--- config.mk ---
export PLATFORM = sky130hd
export DESIGN_NAME = swm_chain
export DESIGN_NICKNAME = d
export VERILOG_FILES = /design/src/rtl/swm_pkg.sv /design/src/rtl/swm_cell.sv /design/src/rtl/swm_chain.sv
export SDC_FILE = /design/constraint.sdc
export NUM_CORES = 2
export LEC_CHECK = 0
export ABC_CLOCK_PERIOD_IN_PS = 5600
export BUFFER_PORTS_ARGS = -buffer_cell sky130_fd_sc_hd__buf_2
export CAP_MARGIN = 20
export CORE_MARGIN = 8
export CORE_UTILIZATION = 40
export DETAILED_ROUTE_END_ITERATION = 16
export GPL_TIMING_DRIVEN = 0
export PLACE_DENSITY = 0.62
export SKIP_LAST_GASP = 1
export SLEW_MARGIN = 20
export SYNTH_ARGS = -nofsm -noshare
export SYNTH_HDL_FRONTEND = slang
export SYNTH_SLANG_ARGS = --single-unit
--- constraint.sdc ---
create_clock -name clk -period 5.6 [get_ports clk]
set_input_delay 1.12 -clock clk [delete_from_list [all_inputs] [get_ports clk]]
set_output_delay 1.12 -clock clk [all_outputs]
set_load 0.01 [all_outputs]
--- src/rtl/swm_pkg.sv ---
// Shared constants and types for the sliding window median filter.
`default_nettype none

package swm_pkg;

  // Window capacity and derived widths.
  localparam int MAX_WINDOW = 32;
  localparam int NCELL      = MAX_WINDOW;
  localparam int DATA_W     = 32;
  localparam int CFG_W      = 6;
  localparam int SLOT_W     = $clog2(MAX_WINDOW);
  localparam int CNT_W      = $clog2(MAX_WINDOW + 1);

  // Window length after reset.
  localparam logic [CFG_W-1:0] CFG_RESET = CFG_W'(8);

  // Cycles spent after the last feed so that every insertion cascade settles.
  localparam int DRAIN_LEN = NCELL + 2;
  localparam int DRAIN_W   = $clog2(DRAIN_LEN + 1);

  // Controls broadcast to every sorting cell.
  typedef struct packed {
    logic clear;
    logic shift;
  } cell_ctl_t;

endpackage

`default_nettype wire

--- src/rtl/swm_cell.sv ---
// One sorting cell: keeps the smaller value and hands the larger one onward.
`default_nettype none

module swm_cell
  import swm_pkg::*;
(
  input  wire logic              clk,
  input  wire logic              rst_n,
  input  wire cell_ctl_t         ctl,
  input  wire logic [DATA_W-1:0] in_val,
  input  wire logic              in_vld,
  input  wire logic [DATA_W-1:0] right_val,
  output logic      [DATA_W-1:0] held_val,
  output logic      [DATA_W-1:0] pass_val,
  output logic                   pass_vld
);

  logic [DATA_W-1:0] held_r;
  logic              held_vld_r;
  logic [DATA_W-1:0] pass_r;
  logic              pass_vld_r;
  logic              take_new;

  // The incoming value replaces the held one when the cell is empty or it is smaller.
  assign take_new = !held_vld_r || (in_val < held_r);

  // Occupancy and hand-off valid.
  always_ff @(posedge clk) begin
    if (!rst_n || ctl.clear) begin
      held_vld_r <= 1'b0;
      pass_vld_r <= 1'b0;
    end else if (ctl.shift) begin
      pass_vld_r <= 1'b0;
    end else begin
      pass_vld_r <= in_vld && held_vld_r;
      if (in_vld) begin
        held_vld_r <= 1'b1;
      end
    end
  end

  // Held value and the value handed to the right neighbor.
  always_ff @(posedge clk) begin
    if (ctl.shift) begin
      held_r <= right_val;
    end else if (in_vld) begin
      if (take_new) begin
        held_r <= in_val;
        pass_r <= held_r;
      end else begin
        pass_r <= in_val;
      end
    end
  end

  assign held_val = held_r;
  assign pass_val = pass_r;
  assign pass_vld = pass_vld_r;

endmodule

`default_nettype wire

--- src/rtl/swm_chain.sv ---
// Row of sorting cells; after the feed settles cell 0 holds the smallest value.
`default_nettype none

module swm_chain
  import swm_pkg::*;
(
  input  wire logic              clk,
  input  wire logic              rst_n,
  input  wire cell_ctl_t         ctl,
  input  wire logic [DATA_W-1:0] feed_val,
  input  wire logic              feed_vld,
  output logic      [DATA_W-1:0] head_val,
  output logic                   tail_vld
);

  logic [DATA_W-1:0] held   [NCELL];
  logic [DATA_W-1:0] pval   [NCELL];
  logic              pvld   [NCELL];
  logic [DATA_W-1:0] cin_v  [NCELL];
  logic              cin_vl [NCELL];
  logic [DATA_W-1:0] rgt    [NCELL];

  // Wire each cell to its left input and its right neighbor's held value.
  for (genvar i = 0; i < NCELL; i++) begin : g_cell
    if (i == 0) begin : g_head
      assign cin_v[i]  = feed_val;
      assign cin_vl[i] = feed_vld;
    end else begin : g_body
      assign cin_v[i]  = pval[i-1];
      assign cin_vl[i] = pvld[i-1];
    end
    if (i == NCELL - 1) begin : g_tail
      assign rgt[i] = '0;
    end else begin : g_mid
      assign rgt[i] = held[i+1];
    end

    swm_cell u_cell (
      .clk       (clk),
      .rst_n     (rst_n),
      .ctl       (ctl),
      .in_val    (cin_v[i]),
      .in_vld    (cin_vl[i]),
      .right_val (rgt[i]),
      .held_val  (held[i]),
      .pass_val  (pval[i]),
      .pass_vld  (pvld[i])
    );
  end

  assign head_val = held[0];
  // A value leaving the last cell would mean an overfilled row.
  assign tail_vld = pvld[NCELL-1];

endmodule

`default_nettype wire

==> flow_metrics.py <==
metrics = {
    "outcome": {
        "outcome": "finished, final reports clean",
    },
    "detailed_routing": {
        "drtIter0Drc": 4097,
        "via_per_inst": 5.271,
        "drtAntennaViolNets": 0,
        "wl_per_cell_um": 20.68,
        "vias": 65010,
        "firstDrtPassIters": 5,
        "drc_errors": 0,
        "wirelength_um": 255000,
    },
    "floorplanning": {
        "die_h_um": 543.4,
        "initial_core_util_pct": 40.24,
        "die_w_um": 543.4,
        "core_sq_um": 276500,
        "io-pin-count": 70,
        "dieArea_sq_um": 295300,
        "num_rows": 193,
    },
    "setup_path": {
        "cp-end-kind": "flop",
        "cp-endpoint": "g_cell[21].u_cell.held_val[15]$_DFFE_PP_",
        "critical_path_class": "reg -> reg",
        "r2r-start": "g_cell[21].u_cell.held_val[9]$_DFFE_PP_",
        "critPathRequiredTime_ps": 6050,
        "rrSetupSlack_ps": 1560,
        "crit_fanout": 32,
        "worstSetupStartpoint": "g_cell[21].u_cell.held_val[9]$_DFFE_PP_",
        "startpoint_type": "flop",
        "reg2reg_to": "g_cell[21].u_cell.held_val[15]$_DFFE_PP_",
        "worstPathArrival_ps": 4490,
        "r2r_cells": 10,
    },
    "sta": {
        "max_freq_mhz": 247.5,
        "holdWs_ps": 500.9,
        "tns_ps": 0,
        "maxSlewViolCount": 0,
        "setup_violations": 0,
        "fin_ws_ps": 1560,
        "tightestPinTransition_ps": 1094,
        "fin_skew_ps": 56.63,
        "slew_headroom_pct": 27.09,
        "rsz0062_at_grt": "no",
        "period_needed_ps": 4040,
        "finalHoldViolCount": 0,
        "finalCritPeriodShare_pct": 72.15,
    },
    "grt": {
        "grt.total_usage_pct": 16.92,
        "grt_pass1_wl_um": 400500,
        "grt_max_degree": 33,
        "grt-ovfl-total": 0,
        "antenna_found_initial": 4,
        "grt_pass1_vias": 68540,
    },
    "place": {
        "place_ws_ps": 814.9,
        "numPortBuffers": 68,
        "hpwl_um": 196100,
        "dp_cells": 11910,
        "gp_congestion": 0.8535,
    },
    "synth": {
        "ys.flop_type": "edfxtp_1",
        "syn-cell-area_sq_um": 111300,
        "yosysWarnings": 0,
        "synth-async-reset-ratio_pct": 0,
        "synth_seq_cells": 2080,
        "synth_edf_count": 1984,
        "syn_inst": 8086,
        "synth_cell_types": 69,
        "ys_seq_area_share_pct": 55.28,
        "synth_area_leaders": "edfxtp_1, mux2_2, ha_1, mux2_1, inv_1",
        "synth.avg_cell_area_sq_um": 13.76,
        "synth_nets": 9115,
        "synth_top_cell_by_area": "edfxtp_1",
        "synth_top_area_share_pct": 53.55,
    },
    "pwr": {
        "power.leakage_nw": 48.44,
        "ir_worst_vdd_mv": 0.3236,
        "power_density_nw_per_um2": 278.4,
    },
    "flow_run": {
        "drv_cap": 0,
    },
    "final_layout": {
        "final-seq-area_sq_um": 61500,
        "fin_util_pct": 45.24,
        "area_delta_synth_final_pct": 12.43,
        "nets": 9460,
        "fill_cells": 24370,
        "multi_input_area_sq_um": 45370,
        "fin_cells": 12330,
        "drive_gt1_share_pct": 22.26,
    },
    "clocking": {
        "post_cts_buffers": 0,
        "cts_buffer_depth": 3,
        "clk_pin_slew_ps": 60,
        "cts_tree": "done",
        "clk_latency_ps": 880,
        "cts_resized": 0,
        "clock_sinks": 2080,
        "postCtsHoldBufs": 0,
        "htreeDepth": 4,
        "cts_buffers": 223,
        "cts_root_buffer": "clkbuf_16",
    },
    "min_path": {
        "min_path_type": "reg -> reg",
    },
}
==> stage by stage <==
stage / total power, mW / cell area [sq um]
final: 34.82 / 125100
after global routing: 36.03 / 125100
after CTS: 35.20 / 125100
after detailed placement: 20.59 / 117900
after global placement: 20.45 / 116200
after floorplan: 19.71 / 111300
==> cell usage in the layout (no fill, tap or decap), types with 164 or more instances in the layout <==
cell type / instances
clkbuf_16: 224
inv_1: 1012
mux2_2: 1290
a21oi_1: 307
edfxtp_1: 1984
mux2_1: 665
nor2_1: 204
o21ai_0: 164
clkbuf_1: 200
nand2_1: 191
ha_1: 992
==> logic make-up after synthesis <==
kind of cell	after synthesis	synth area share, %
adders and majority gates	992	11.16
muxes	2016	20.47
AOI/OAI and AO/OA	869	4.865
DFF	2080	55.28
and+or+nand+nor	889	3.915
buffers and inverters	1240	4.320
==> cells in the mapped netlist (38+ instances only) <==
| library cell | count |
|---|---|
| a21oi_1 | 307 |
| clkbuf_1 | 153 |
| inv_1 | 1013 |
| mux2_1 | 665 |
| a211oi_1 | 71 |
| mux2_2 | 1290 |
| nor2b_1 | 38 |
| nand2_1 | 191 |
| nand4_1 | 124 |
| buf_2 | 58 |
| a21o_1 | 100 |
| o21ai_0 | 176 |
| edfxtp_1 | 1984 |
| nor2_1 | 219 |
| nand3_1 | 127 |
| nand2b_1 | 38 |
| dfxtp_1 | 96 |
| nor3_1 | 66 |
| and3_1 | 39 |
| ha_1 | 992 |
==> registers in the layout, indices dropped and copies added (netlist names) <==
name                      count
g_cell.u_cell.held_val     1024
g_cell.u_cell.pass_val      992
g_cell.u_cell.held_vld_r     32
g_cell.u_cell.pass_vld       32
==> area by class of cell <==
cell class,count,area share [%]
diodes,1,0.002001
plain buffers,227,0.8193
clock buffers,304,4.858
clock inverters,116,0.8723
inverters,1013,3.040
multi-input cells,4766,36.27
flip-flops and latches,2080,49.17
well taps,3705,3.706
repair buffers,120,1.260
==> layer usage <==
metal	global-route usage, %	up-vias	wire, um
met5	0	-	0
met4	4.134	0	5696
met3	1.984	351	8736
met2	28.92	996	123500
met1	23.03	32710	117000
li1	-	30950	-
==> how the worst min path moves through the flow <==
stage	cells after the start	start	to	slack [ps]
3_5_place_dp	2	g_cell[20].u_cell.held_vld_r$_SDFFE_PP0P_	g_cell[20].u_cell.pass_vld$_SDFF_PP0_	490
2_1_floorplan	2	g_cell[19].u_cell.pass_vld$_SDFF_PP0_	g_cell[20].u_cell.pass_vld$_SDFF_PP0_	440
6_report	2	g_cell[20].u_cell.held_vld_r$_SDFFE_PP0P_	g_cell[20].u_cell.pass_vld$_SDFF_PP0_	500
3_3_place_gp	2	g_cell[19].u_cell.pass_vld$_SDFF_PP0_	g_cell[20].u_cell.pass_vld$_SDFF_PP0_	460
5_1_grt	2	g_cell[20].u_cell.held_vld_r$_SDFFE_PP0P_	g_cell[20].u_cell.held_vld_r$_SDFFE_PP0P_	520
4_1_cts	2	g_cell[20].u_cell.held_vld_r$_SDFFE_PP0P_	g_cell[20].u_cell.held_vld_r$_SDFFE_PP0P_	500
==> report_power, final <==
group	total, mW	switching [mW]	internal [mW]	leakage (nW)
clock	14.6	6.31	8.25	3.50
combinational	2.27	1.18	1.09	25.5
sequential	18.0	0.435	17.6	19.4
==> worst max-delay path: stages, from the launching register on <==
cell and delay (ps):
edfxtp_1 440, inv_1 80, ha_1 240, a21o_1 160
a21o_1 170, a21oi_1 140, nor2_1 50, or4_1 660
a211oi_2 660, buf_4 320, a21o_2 680
No activity file was read; power rests on OpenSTA's default activity.
